$ cat src/hw/rtl/det_pkg.sv
// Shared types, codes and default sizes for the directory entry table.
package det_pkg;

    localparam int DEF_SLOT_COUNT  = 32;
    localparam int DEF_NAME_BYTES  = 30;
    localparam int DEF_INODE_BITS  = 16;
    localparam int FULL_NAME_BYTES = 30;
    localparam int FULL_NAME_BITS  = 8 * FULL_NAME_BYTES;

    typedef enum logic [1:0] {
        KIND_SEARCH = 2'd0,
        KIND_ADD    = 2'd1,
        KIND_DELETE = 2'd2,
        KIND_LIST   = 2'd3
    } kind_t;

    typedef enum logic [2:0] {
        STAT_OK         = 3'd0,
        STAT_NOT_FOUND  = 3'd1,
        STAT_DUPLICATE  = 3'd2,
        STAT_FULL       = 3'd3,
        STAT_EMPTY_NAME = 3'd4
    } status_t;

    typedef struct packed {
        kind_t        kind;
        logic [63:0]  name_w0;
        logic [63:0]  name_w1;
        logic [63:0]  name_w2;
        logic [47:0]  name_w3;
        logic [15:0]  new_inode;
        logic [5:0]   list_limit;
    } req_item_t;

    typedef struct packed {
        status_t      status;
        logic [4:0]   slot_index;
        logic [15:0]  found_inode;
        logic [63:0]  out_w0;
        logic [63:0]  out_w1;
        logic [63:0]  out_w2;
        logic [47:0]  out_w3;
        logic         last_item;
        logic [5:0]   live_count;
    } rsp_item_t;

endpackage

$ cat src/hw/rtl/det_ctrl.sv
// Sequencer; walks slots one per cycle unless a list stalls; one name comparator.
module det_ctrl #(
    parameter int SLOT_COUNT = det_pkg::DEF_SLOT_COUNT,
    parameter int NAME_BYTES = det_pkg::DEF_NAME_BYTES,
    parameter int INODE_BITS = det_pkg::DEF_INODE_BITS
) (
    input  logic                                    clk,
    input  logic                                    rst_n,
    input  logic                                    req_valid,
    output logic                                    req_ready,
    input  det_pkg::kind_t                          req_kind,
    input  logic [8*NAME_BYTES-1:0]                 req_key,
    input  logic                                    req_key_empty,
    input  logic [15:0]                             req_inode,
    input  logic [5:0]                              req_limit,
    output logic                                    mem_wr_en,
    output logic [$clog2(SLOT_COUNT)-1:0]           mem_wr_addr,
    output logic [8*NAME_BYTES+INODE_BITS-1:0]      mem_wr_data,
    output logic [$clog2(SLOT_COUNT)-1:0]           mem_rd_addr,
    input  logic [8*NAME_BYTES+INODE_BITS-1:0]      mem_rd_data,
    output logic                                    rsp_valid,
    input  logic                                    rsp_ready,
    output det_pkg::rsp_item_t                      rsp
);

    import det_pkg::*;

    localparam int NAME_W  = 8 * NAME_BYTES;
    localparam int ENTRY_W = NAME_W + INODE_BITS;
    localparam int SLOT_W  = $clog2(SLOT_COUNT);
    localparam int CW      = $clog2(SLOT_COUNT + 1);
    localparam int NW      = (CW > 6) ? CW : 6;

    typedef enum logic [2:0] {
        S_IDLE = 3'b001,
        S_SCAN = 3'b010,
        S_EMIT = 3'b100
    } state_t;

    // Control state.
    state_t                  state_reg, state_next;
    logic [SLOT_COUNT-1:0]   used_reg, used_next;
    logic [CW-1:0]           count_reg, count_next;
    logic [CW-1:0]           scan_idx_reg, scan_idx_next;
    logic                    chk_valid_reg, chk_valid_next;
    logic                    free_found_reg, free_found_next;
    logic                    held_reg, held_next;
    logic [CW-1:0]           n_reg, n_next;
    logic                    out_valid_reg, out_valid_next;

    // Payload.
    kind_t                   kind_reg, kind_next;
    logic [NAME_W-1:0]       key_reg, key_next;
    logic [INODE_BITS-1:0]   inode_reg, inode_next;
    logic [5:0]              limit_reg, limit_next;
    logic [SLOT_W-1:0]       chk_idx_reg, chk_idx_next;
    logic [SLOT_W-1:0]       free_idx_reg, free_idx_next;
    status_t                 res_status_reg, res_status_next;
    logic [SLOT_W-1:0]       res_slot_reg, res_slot_next;
    logic [INODE_BITS-1:0]   res_inode_reg, res_inode_next;
    logic [NAME_W-1:0]       res_name_reg, res_name_next;
    rsp_item_t               out_reg, out_next;

    logic [NAME_W-1:0]       chk_name;
    logic [INODE_BITS-1:0]   chk_inode;
    logic                    chk_used;
    logic                    chk_live;
    logic                    name_hit;
    logic                    scan_done;
    logic                    out_free;
    logic [CW-1:0]           n_plus;
    logic                    limit_hit;

    function automatic rsp_item_t make_rsp(
        input status_t               st,
        input logic [SLOT_W-1:0]     slot,
        input logic [INODE_BITS-1:0] ino,
        input logic [NAME_W-1:0]     nm,
        input logic                  last,
        input logic [CW-1:0]         cnt
    );
        logic [31:0]               slot32;
        logic [31:0]               ino32;
        logic [31:0]               cnt32;
        logic [FULL_NAME_BITS-1:0] nm_full;
        rsp_item_t                 o;
        slot32        = 32'(slot);
        ino32         = 32'(ino);
        cnt32         = 32'(cnt);
        nm_full       = FULL_NAME_BITS'(nm);
        o.status      = st;
        o.slot_index  = slot32[4:0];
        o.found_inode = ino32[15:0];
        o.out_w0      = nm_full[63:0];
        o.out_w1      = nm_full[127:64];
        o.out_w2      = nm_full[191:128];
        o.out_w3      = nm_full[239:192];
        o.last_item   = last;
        o.live_count  = cnt32[5:0];
        return o;
    endfunction

    assign chk_name  = mem_rd_data[ENTRY_W-1:INODE_BITS];
    assign chk_inode = mem_rd_data[INODE_BITS-1:0];
    assign chk_used  = used_reg[chk_idx_reg];
    assign chk_live  = chk_valid_reg && chk_used;
    assign name_hit  = chk_live && (chk_name == key_reg);
    assign scan_done = (scan_idx_reg == CW'(SLOT_COUNT)) && !chk_valid_reg;
    assign out_free  = !out_valid_reg || rsp_ready;
    assign n_plus    = n_reg + CW'(1);
    assign limit_hit = (NW'(n_plus) == NW'(limit_reg));

    assign req_ready   = (state_reg == S_IDLE);
    assign mem_rd_addr = scan_idx_reg[SLOT_W-1:0];
    assign rsp_valid   = out_valid_reg;
    assign rsp         = out_reg;

    always_comb
    begin
        state_next      = state_reg;
        used_next       = used_reg;
        count_next      = count_reg;
        scan_idx_next   = scan_idx_reg;
        chk_valid_next  = chk_valid_reg;
        free_found_next = free_found_reg;
        held_next       = held_reg;
        n_next          = n_reg;
        out_valid_next  = out_valid_reg;
        kind_next       = kind_reg;
        key_next        = key_reg;
        inode_next      = inode_reg;
        limit_next      = limit_reg;
        chk_idx_next    = chk_idx_reg;
        free_idx_next   = free_idx_reg;
        res_status_next = res_status_reg;
        res_slot_next   = res_slot_reg;
        res_inode_next  = res_inode_reg;
        res_name_next   = res_name_reg;
        out_next        = out_reg;
        mem_wr_en       = 1'b0;
        mem_wr_addr     = free_idx_reg;
        mem_wr_data     = {key_reg, inode_reg};

        if (out_valid_reg && rsp_ready)
        begin
            out_valid_next = 1'b0;
        end

        case (state_reg)
            S_IDLE:
            begin
                if (req_valid)
                begin
                    kind_next       = req_kind;
                    key_next        = req_key;
                    inode_next      = INODE_BITS'(32'(req_inode));
                    limit_next      = req_limit;
                    scan_idx_next   = '0;
                    chk_valid_next  = 1'b0;
                    free_found_next = 1'b0;
                    held_next       = 1'b0;
                    n_next          = '0;
                    res_status_next = STAT_OK;
                    res_slot_next   = '0;
                    res_inode_next  = '0;
                    res_name_next   = '0;
                    if (req_kind != KIND_LIST && req_key_empty)
                    begin
                        res_status_next = (req_kind == KIND_ADD) ? STAT_EMPTY_NAME
                                                                 : STAT_NOT_FOUND;
                        state_next      = S_EMIT;
                    end
                    else if (req_kind == KIND_LIST && req_limit == 6'd0)
                    begin
                        res_status_next = STAT_NOT_FOUND;
                        state_next      = S_EMIT;
                    end
                    else
                    begin
                        state_next = S_SCAN;
                    end
                end
            end

            S_SCAN:
            begin
                // The read issued this cycle is checked in the next one.
                if (scan_idx_reg != CW'(SLOT_COUNT))
                begin
                    scan_idx_next  = scan_idx_reg + CW'(1);
                    chk_valid_next = 1'b1;
                    chk_idx_next   = scan_idx_reg[SLOT_W-1:0];
                end
                else
                begin
                    chk_valid_next = 1'b0;
                end

                if (kind_reg == KIND_ADD && chk_valid_reg && !chk_used && !free_found_reg)
                begin
                    free_found_next = 1'b1;
                    free_idx_next   = chk_idx_reg;
                end

                if (scan_done)
                begin
                    state_next = S_EMIT;
                    case (kind_reg)
                        KIND_ADD:
                        begin
                            if (free_found_reg)
                            begin
                                mem_wr_en                = 1'b1;
                                used_next[free_idx_reg]  = 1'b1;
                                count_next               = count_reg + CW'(1);
                                res_status_next          = STAT_OK;
                                res_slot_next            = free_idx_reg;
                                res_inode_next           = inode_reg;
                            end
                            else
                            begin
                                res_status_next = STAT_FULL;
                            end
                        end
                        KIND_LIST:
                        begin
                            if (!held_reg)
                            begin
                                res_status_next = STAT_NOT_FOUND;
                            end
                        end
                        default:
                        begin
                            res_status_next = STAT_NOT_FOUND;
                        end
                    endcase
                end
                else
                begin
                    case (kind_reg)
                        KIND_SEARCH, KIND_DELETE:
                        begin
                            if (name_hit)
                            begin
                                res_status_next = STAT_OK;
                                res_slot_next   = chk_idx_reg;
                                res_inode_next  = chk_inode;
                                if (kind_reg == KIND_DELETE)
                                begin
                                    used_next[chk_idx_reg] = 1'b0;
                                    count_next             = count_reg - CW'(1);
                                end
                                state_next = S_EMIT;
                            end
                        end
                        KIND_ADD:
                        begin
                            if (name_hit)
                            begin
                                res_status_next = STAT_DUPLICATE;
                                state_next      = S_EMIT;
                            end
                        end
                        default:
                        begin
                            if (chk_live)
                            begin
                                if (!held_reg || out_free)
                                begin
                                    // A held entry is known not to be the last once
                                    // another occupied slot turns up.
                                    if (held_reg)
                                    begin
                                        out_next = make_rsp(STAT_OK, res_slot_reg,
                                                            res_inode_reg, res_name_reg,
                                                            1'b0, count_reg);
                                        out_valid_next = 1'b1;
                                    end
                                    held_next       = 1'b1;
                                    res_status_next = STAT_OK;
                                    res_slot_next   = chk_idx_reg;
                                    res_inode_next  = chk_inode;
                                    res_name_next   = chk_name;
                                    n_next          = n_plus;
                                    if (limit_hit)
                                    begin
                                        state_next = S_EMIT;
                                    end
                                end
                                else
                                begin
                                    // Output still full: read this slot again later.
                                    scan_idx_next  = CW'(chk_idx_reg);
                                    chk_valid_next = 1'b0;
                                end
                            end
                        end
                    endcase
                end
            end

            S_EMIT:
            begin
                if (out_free)
                begin
                    out_next = make_rsp(res_status_reg, res_slot_reg, res_inode_reg,
                                        res_name_reg, 1'b1, count_reg);
                    out_valid_next = 1'b1;
                    state_next     = S_IDLE;
                end
            end

            default:
            begin
                state_next = S_IDLE;
            end
        endcase
    end

    always_ff @(posedge clk or negedge rst_n)
    begin
        if (!rst_n)
        begin
            state_reg      <= S_IDLE;
            used_reg       <= '0;
            count_reg      <= '0;
            scan_idx_reg   <= '0;
            chk_valid_reg  <= 1'b0;
            free_found_reg <= 1'b0;
            held_reg       <= 1'b0;
            n_reg          <= '0;
            out_valid_reg  <= 1'b0;
        end
        else
        begin
            state_reg      <= state_next;
            used_reg       <= used_next;
            count_reg      <= count_next;
            scan_idx_reg   <= scan_idx_next;
            chk_valid_reg  <= chk_valid_next;
            free_found_reg <= free_found_next;
            held_reg       <= held_next;
            n_reg          <= n_next;
            out_valid_reg  <= out_valid_next;
        end
    end

    always_ff @(posedge clk)
    begin
        kind_reg       <= kind_next;
        key_reg        <= key_next;
        inode_reg      <= inode_next;
        limit_reg      <= limit_next;
        chk_idx_reg    <= chk_idx_next;
        free_idx_reg   <= free_idx_next;
        res_status_reg <= res_status_next;
        res_slot_reg   <= res_slot_next;
        res_inode_reg  <= res_inode_next;
        res_name_reg   <= res_name_next;
        out_reg        <= out_next;
    end

endmodule

$ cat config.mk
export PLATFORM = sky130hd
export DESIGN_NAME = det_ctrl
export DESIGN_NICKNAME = d
export VERILOG_FILES = /design/src/hw/rtl/det_pkg.sv /design/src/hw/rtl/det_ctrl.sv
export SDC_FILE = /design/constraint.sdc
export NUM_CORES = 1
export LEC_CHECK = 0
export BUFFER_PORTS_ARGS = -buffer_cell sky130_fd_sc_hd__buf_2
export CORE_AREA = 10 10 406 408
export CTS_CLUSTER_SIZE = 8
export DETAILED_ROUTE_END_ITERATION = 7
export DIE_AREA = 0 0 416 418
export SYNTH_ARGS = -nofsm -noshare
export SYNTH_HDL_FRONTEND = slang
export SYNTH_SLANG_ARGS = --single-unit
$ cat constraint.sdc
create_clock -name clk -period 27.8 [get_ports clk]
set_clock_uncertainty 0.1 [all_clocks]
set_input_delay 1.39 -clock clk [delete_from_list [all_inputs] [get_ports clk]]
set_output_delay 1.39 -clock clk [all_outputs]
set_load 0.1 [all_outputs]
; Word level (Yosys, flattened, before mapping)
; Index checks and enable logic that the tools add are counted.
[word_totals]
mem_bits_ro = 0
mem_count = 0
in_bits = 525
mem_bits_rw = 0
output_inout_bits = 540
latchBits = 0
wordCells = 226
regBits = 866
[op_classes]
n_div = 0
reduce_logical = 38
bitwise = 3
mul = 0
addsub = 4
shifts = 0
magnitude_cmp = 4
eq_ne = 37
n_mux = 112
[op_table]
columns = op, n
row1 = 271-bit 2-to-1 mux, 6
row2 = 240-bit 2-to-1 mux, 5
row3 = 271-bit one-hot mux with 2 select lines, 1
row4 = 240-bit one-hot mux with 2 select lines, 1
row5 = 240-bit equality test, 1
row6 = 32-bit 2-to-1 mux, 6
row7 = 16-bit 2-to-1 mux, 7
row8 = 6-bit 2-to-1 mux, 16
row9 = 16-bit one-hot mux with 2 select lines, 2
row10 = 3-bit 2-to-1 mux, 19
row11 = "4-bit != test, second input constant", 9
row12 = 5-bit 2-to-1 mux, 7
row13 = 32-bit bitwise AND, 1
row14 = 32-bit inverter, 1
row15 = 32-bit OR, 1
row16 = 1-bit 2-to-1 mux, 26
row17 = 6-bit one-hot mux with 2 select lines, 2
row18 = "2-bit != test, second input constant", 10
row19 = 5-bit one-hot mux with 2 select lines, 2
row20 = "6-bit by 1-bit adder with 6-bit output, second input constant", 3
row21 = 3-bit one-hot mux with 2 select lines, 3
row22 = 6-bit AND reduction, 3
row23 = 7-bit AND reduction, 2
row24 = "5-bit by 6-bit < comparator with 1-bit output, second input constant", 2
row25 = 29 further kinds, 62

; Longest topological paths before layout
; Gate-level depths: netlist of run 1.
[depth]
ltp_word = 10
depth_mapped = 14
depth_no_buf = 13

; Worst setup path after synthesis of run 1
; Ideal clock, no wire load.
[synth_timing]
kind = input-to-reg
from = in rsp_ready
to = reg out_reg, in the netlist rsp[0] (enable)
t_arrival_ns = 20.359
slack_ns = 6.063
setup_ns = 1.278
required_ns = 26.422
n_path_buf = 0
cell_stages = 2
path_cell_list = nor2b_1 -> o21ai_0
[synth_via]
elab_chain_len = 4
word_cells_on_any_way = 5
cone_classes = eq/ne (2) / reduce/logical (3)
[synth_rtl]
columns = item, line
row1 = start: declaration, det_ctrl.sv:22  ; input logic rsp_ready,
row2 = 1-bit logical OR *, det_ctrl.sv:109  ; assign out_free = !out_valid_reg || rsp_ready;
row3 = 1-bit logical OR, det_ctrl.sv:268  ; if (!held_reg || out_free)
row4 = 2-bit != test (no source line), --
row5 = 7-bit AND reduction (no source line) *, --
row6 = end signal: assignment, det_ctrl.sv:360  ; out_reg <= out_next;
row7 = end: declaration, det_ctrl.sv:62  ; rsp_item_t out_reg, out_next;
; Mark *: on every way between the ends. The rest lies on a longest branch, timed or not.
; A chain may end at the register's enable or synchronous reset.

; Worst setup path in the final report of run 1
[layout_timing]
from = in mem_rd_data[247]
to = reg res_inode_reg[5] (enable)
[layout_via]
elab_chain_len = 4
[layout_rtl]
columns = item, line
row1 = start: declaration, det_ctrl.sv:20  ; input logic [8*NAME_BYTES+INODE_BITS-1:0] mem_rd_data,
row2 = 240-bit equality test, det_ctrl.sv:107  ; assign name_hit = chk_live && (chk_name == key_reg);
row3 = 1-bit logical AND, det_ctrl.sv:107
row4 = 4-bit != test (no source line), --
row5 = 8-bit AND reduction (no source line), --
row6 = end signal: assignment, det_ctrl.sv:358  ; res_inode_reg <= res_inode_next;
row7 = end: declaration, det_ctrl.sv:60  ; logic [INODE_BITS-1:0] res_inode_reg, res_inode_next;
; Every way passes these cells.

==> results.yml, run 1 <==
drt:
  finalWirelength_mm: 151
  wl_per_cell_um: 28.9
  viasPerCell: 4.22
  first_iter_violations: 2216
  firstDrtPassIters: 5
  ant_nets: 0
  vias: 22073
  drc: 0
setup_path:
  critPathArrivalTime_ns: 6.41
  crit_required_ns: 28.01
  worst-path-max-fanout: 38
  cp-start-kind: "primary input"
  worst_setup_path_end_kind: "flip-flop"
  path_class: "primary input to flip-flop"
clocking:
  clk_pin_slew_ns: 0.05
  post_cts_resized: 0
  clk_path_buf_depth: 3
  cts_root_buf: "clkbuf_16"
  post_cts_buffers: 0
  cts_tree: "yes"
  cts_sinks: 866
  htreeDepth: 3
  clock_latency_ns: 0.77
  ctsHoldBuffers: 0
  cts_buffers: 120
floorplan:
  ios: 1065
  die_h_um: 418
  die_w_um: 416
  die_area_sq_um: 174000
  initial_core_util_pct: 20.8
  core_area_sq_um: 157000
  num_rows: 146
sta:
  hold_violations: 0
  rsz0062_at_grt: "false"
  setup_violations: 0
  slew_headroom_pct: 18.5
  fin_crit_ns: 6.19
  fin_ws_ns: 21.61
  period_share_pct: 22.3
  fmax_mhz: 161
  worstMarginPinSlew_ns: 1.21
  slew_violations: 0
  totalNegativeSetupSlack_ns: 0
synth:
  synth_ff_type: "edfxtp_1"
  ys.warnings.count: 0
  synthCells: 1946
  ys_seq_elements: 866
  netlist_area_sq_um: 32700
  syn-num-nets: 2479
  synth_edf_count: 809
  ys_types: 67
  synthArstFlopShare_pct: 6.58
  ys_seq_area_share_pct: 78.6
  avgSynthCellArea_sq_um: 16.8
finish:
  final_util_pct: 28.1
  nFillCells: 16137
  layout_commonest_cell: "buf_2"
  stdcell_count: 5235
  syn_to_final_growth_pct: 34.9
  largest_reg_flops: 271
  drive_above_1_share_pct: 39.9
  nets: 3631
  most-common-layout-cells: "buf_2 (1064), edfxtp_1 (809), and2_1 (244), xor2_1 (229), nand2_1 (126)"
power:
  fin_total_pwr_uw: 4750
  ir_drop_uv: 67.3
  p_per_area_nw_per_um2: 108
  p_leak_uw: 0.0171
global_routing:
  grt_max_degree: 171
  grtUsageTotal_pct: 16.5
  grt_overflow: 0
  antenna_found_initial: 43
  grt_pass1_vias: 22426
  grt_pass1_wl_mm: 198
place:
  placed_cells: 5048
  numPortBuffers: 1064
  dpl.hpwl_mm: 121
  dp_slack_ns: 20.18
  place.gp.congestion: 0.960
run_status:
  status: "complete, no violations"
job:
  maxCapViolCount: 0
min_path:
  hp-class: "flip-flop to flip-flop"
==> where the power goes <==
| group | internal [uW] | switching (uW) |
|---|---|---|
| clock | 804 | 572 |
| combinational | 185 | 1230 |
| sequential | 1790 | 169 |
==> cell families (layout without fill, tap and decap cells) <==
logic type,after synthesis,count (layout),share of synthesized area [%]
buffers and inverters,112,1317,1.43
AND/OR/NAND/NOR,581,581,10.0
multiplexers,20,20,0.795
AO/OA/AOI/OAI,106,106,2.06
adder cells (fa/ha/maj),8,8,0.329
XOR/XNOR,253,253,6.77
other,0,12,0
flip-flops,866,866,78.6
==> final timing paths <==
kind | to | start | depth (start not counted) | slack [ns]
worst max-delay path | res_inode_reg[5]$_SDFFCE_PN0P_ | mem_rd_data[247] | 9 | 21.61
worst min-delay path | rsp[181]$_DFFE_PP_ | res_name_reg[126]$_SDFFCE_PN0P_ | 0 | 0.27
worst max register to register | res_name_reg[22]$_SDFFCE_PN0P_ | chk_idx_reg[0]$_DFFE_PP_ | 9 | 21.91
worst min register to register | rsp[181]$_DFFE_PP_ | res_name_reg[126]$_SDFFCE_PN0P_ | 0 | 0.27
max in group asynchronous | used_reg[15]$_DFFE_PN0P_ | rst_n | 2 | 26.31
min in group asynchronous | state_reg[2]$_DFFE_PN0P_ | rst_n | 2 | 0.73
==> critical path: stages <==
cell and delay [ns]:
buf_2 0.15, xor2_1 0.16, nor4_1 1.01, nand4_1 0.66
nor4_1 1.07, nand4_1 0.47, buf_4 0.41, nor2_1 0.16
o31a_1 0.85
==> stage by stage <==
stage	instance area [sq um]	hold WS, ns
4_1_cts	44100	0.272
3_3_place_gp	40600	0.300
6_report	44100	0.273
5_1_grt	44100	0.294
2_1_floorplan	32700	0.300
3_5_place_dp	40600	0.305
==> cell type report <==
cell class | instances | area, sq um | share of cell area (%)
Antenna cell | 12 | 30.0 | 0.0681
Clock buffer | 166 | 3230 | 7.31
Clock inverter | 9 | 224 | 0.508
Inverter | 48 | 188 | 0.425
Multi-Input combinational cell | 968 | 6580 | 14.9
Sequential cell | 866 | 25700 | 58.3
Tap cell | 2072 | 2590 | 5.88
Timing Repair Buffer | 1094 | 5560 | 12.6
==> metal layers <==
metal | vias up | track usage, % | wire length, um | part of all wire [%]
met4 | 16 | 5.67 | 5320 | 3.5
met1 | 11226 | 20.2 | 59000 | 39
met3 | 240 | 5.22 | 14000 | 9.3
met5 | - | 0 | 97 | 0.064
met2 | 1195 | 27.4 | 72700 | 48
li1 | 9396 | - | - | -
==> Yosys cell counts, types with 14 or more instances <==
master	instances	area share, %
edfxtp_1	809	74
dfrtp_1	56	4.3
a21oi_1	29	0.44
and2_1	244	4.7
clkbuf_1	44	0.50
nor3_1	39	0.60
nand3_1	17	0.26
nand2_1	127	1.5
nand4_1	21	0.40
nor2_1	20	0.23
o21ai_1	29	0.44
o21ai_0	14	0.21
xnor2_1	24	0.64
nor4_1	62	1.2
inv_1	47	0.54
xor2_1	229	6.1
(Power assumes the default switching activity.)
==> run 2, diff against run 1 <==
==> constraint.sdc (replaced) <==
create_clock -name clk -period 5.7 [get_ports clk]
set_clock_uncertainty 0.1 [all_clocks]
set_input_delay 0.285 -clock clk [delete_from_list [all_inputs] [get_ports clk]]
set_output_delay 0.285 -clock clk [all_outputs]
set_load 0.1 [all_outputs]
==> run 2 against run 1 <==
  * Power grew to 5.0 times the previous value
  * First-iteration DRC count grew 11%
  * Hold slack lost 0.20 ns
  * Global-route usage grew 1.2 points
  * Die area is the same
  * Clock power grew to 4.9 times the previous value
  * Cell count grew 9.8%
  * Design area grew 12%
  * Critical path depth shrank 1
  * Combinational power grew to 5.2 times the previous value
==> results.yml, run 2 (synthesis results as in run 1) <==
place:
  place.gp.congestion: 0.920
  numPortBuffers: 1064
  dp_slack_ns: 0.859
  dpl.hpwl_mm: 125
  placed_cell_area_sq_um: 40800
global_routing:
  grt-busiest-layer: "met2"
  grt.met2_usage_pct: 29.2
  grtUsageTotal_pct: 17.7
  grtUsageMet3_pct: 6.04
  antenna_found_initial: 45
  grt_pass1_vias: 25325
  grt_overflow: 0
  grt_max_degree: 175
  grt_pass1_wl_mm: 215
  use_met1_pct: 21.0
power:
  seqPwrFrac_pct: 40.4
  p_comb_share_pct: 31.1
  p_per_area_nw_per_um2: 477
  pwr-share-clk_pct: 28.5
  swShare_pct: 41.5
  power_switching_uw: 9780
  ir_drop_uv: 304
  p_leak_uw: 0.0193
  cell_internal_pwr_uw: 13800
setup_path:
  critPathArrivalTime_ns: 5.04
  cp-start-kind: "flip-flop"
  worst-path-max-fanout: 35
  crit_required_ns: 6.21
  worst_setup_path_end_kind: "flip-flop"
  reg2reg_to: "count_reg[1]$_DFFE_PN0P_"
  path_class: "flip-flop to flip-flop"
  reg2reg_depth: 8
  reg2reg_slack_ns: 1.17
  worstReg2RegStart: "key_reg[110]$_DFFE_PP_"
min_path:
  holdPathStages: 2
  holdPathEnd: "res_name_reg[140]$_SDFFCE_PN0P_"
  hold_start: "mem_rd_data[156]"
  hp-class: "primary input to flip-flop"
finish:
  largest_reg_flops: 271
  most-common-layout-cells: "buf_2 (1064), edfxtp_1 (809), dlygate4sd3_1 (521), and2_1 (244), xor2_1 (229)"
  final-seq-area_sq_um: 25700
  syn_to_final_growth_pct: 51.1
  drive_above_1_share_pct: 34.6
  design_area_sq_um: 49500
  nFillCells: 15528
  multi_input_area_sq_um: 6610
  layout_commonest_cell: "buf_2"
  nets: 4160
run_status:
  status: "complete, no violations"
sta:
  rsz0062_at_grt: "false"
  period_share_pct: 79.5
  slew_violations: 0
  fmax_mhz: 221
  totalNegativeSetupSlack_ns: 0
  worst_hold_slack_ns: 0.0746
  fin_crit_ns: 4.53
  hold_violations: 0
  fin_ws_ns: 1.17
  slew_headroom_pct: 11.5
  worstMarginPinSlew_ns: 1.32
  setup_violations: 0
clocking:
  cts_sinks: 866
  ctsHoldBuffers: 521
  cts_buffers: 121
  htreeDepth: 3
  clk_pin_slew_ns: 0.06
  clk_path_buf_depth: 3
  post_cts_resized: 0
  cts_root_buf: "clkbuf_16"
  cts_tree: "yes"
  post_cts_buffers: 0
  clock_latency_ns: 0.76
drt:
  ant_nets: 0
  finalWirelength_mm: 161
  first_iter_violations: 2451
  wl_per_cell_um: 28.0
  drc: 0
  viasPerCell: 4.26
  vias: 24497
  firstDrtPassIters: 5
floorplan:
  die_h_um: 418
  initial_core_util_pct: 20.8
  die_w_um: 416
  die_area_sq_um: 174000
  core_area_sq_um: 157000
  ios: 1065
  num_rows: 146
job:
  maxCapViolCount: 0
## run 2: cell types whose count changed in the layout (fill, tap and decap cells not counted), moves of 2 or more
cell	delta
clkbuf_1	-17
nor3b_1	-2
nor4_1	+2
clkinvlp_4	+2
dlygate4sd3_1	+521
clkbuf_8	-2
buf_12	+5
nor4_2	-2
clkinv_1	+3
buf_4	+2
## run 2: per-stage QoR
step	power (uW)	util, %	instances
2_1_floorplan	14700	-	1946
3_3_place_gp	16700	26.0	5055
3_5_place_dp	16700	26.0	5055
4_1_cts	23800	31.5	5738
5_1_grt	24400	31.5	5745
6_report	23600	31.5	5749
## run 2: layer usage
layer | wire length (um) | part of all wire (%)
met2 | 76700 | 48
met5 | 66 | 0.041
met1 | 61000 | 38
met4 | 7490 | 4.6
met3 | 15800 | 9.8
## run 2: area by class of cell
cell class | count | area share [%]
multi-input combinational | 968 | 13.4
timing repair buffer | 1622 | 22.0
clock inverter | 14 | 0.544
sequential | 866 | 52.0
inverter | 48 | 0.372
tap | 2072 | 5.24
antenna | 11 | 0.0557
clock buffer | 148 | 6.39
## run 2: power groups by stage
stage          logic [uW]  clock network, uW  registers [uW]
2_1_floorplan        1240                  0           13500
3_3_place_gp         7080                  0            9580
3_5_place_dp         7100                  0            9600
4_1_cts              7420               6920            9500
5_1_grt              7590               7160            9600
6_report             7340               6730            9520
## run 2: critical path: stages (launching register included)
cell      delay [ns]
edfxtp_1        0.53
xor2_1          0.25
nor4_1          0.74
nand4_1         0.69
nor4_1          0.41
nand4_1         0.51
buf_4           0.48
o32ai_4         0.29
mux2_4          0.34
## run 2: how the worst max path moves through the flow
stage | start | endpoint | depth (start not counted)
after floorplan | state_reg[0]$_DFFE_PN1P_ | res_inode_reg[0]$_SDFFCE_PN0P_ | 6
after global placement | key_reg[110]$_DFFE_PP_ | res_status_reg[2]$_SDFFCE_PP0P_ | 7
after detailed placement | key_reg[110]$_DFFE_PP_ | res_status_reg[0]$_DFFE_PP_ | 7
after CTS | key_reg[110]$_DFFE_PP_ | res_status_reg[2]$_SDFFCE_PP0P_ | 7
after global routing | key_reg[151]$_DFFE_PP_ | count_reg[1]$_DFFE_PN0P_ | 7
final | key_reg[110]$_DFFE_PP_ | count_reg[1]$_DFFE_PN0P_ | 8
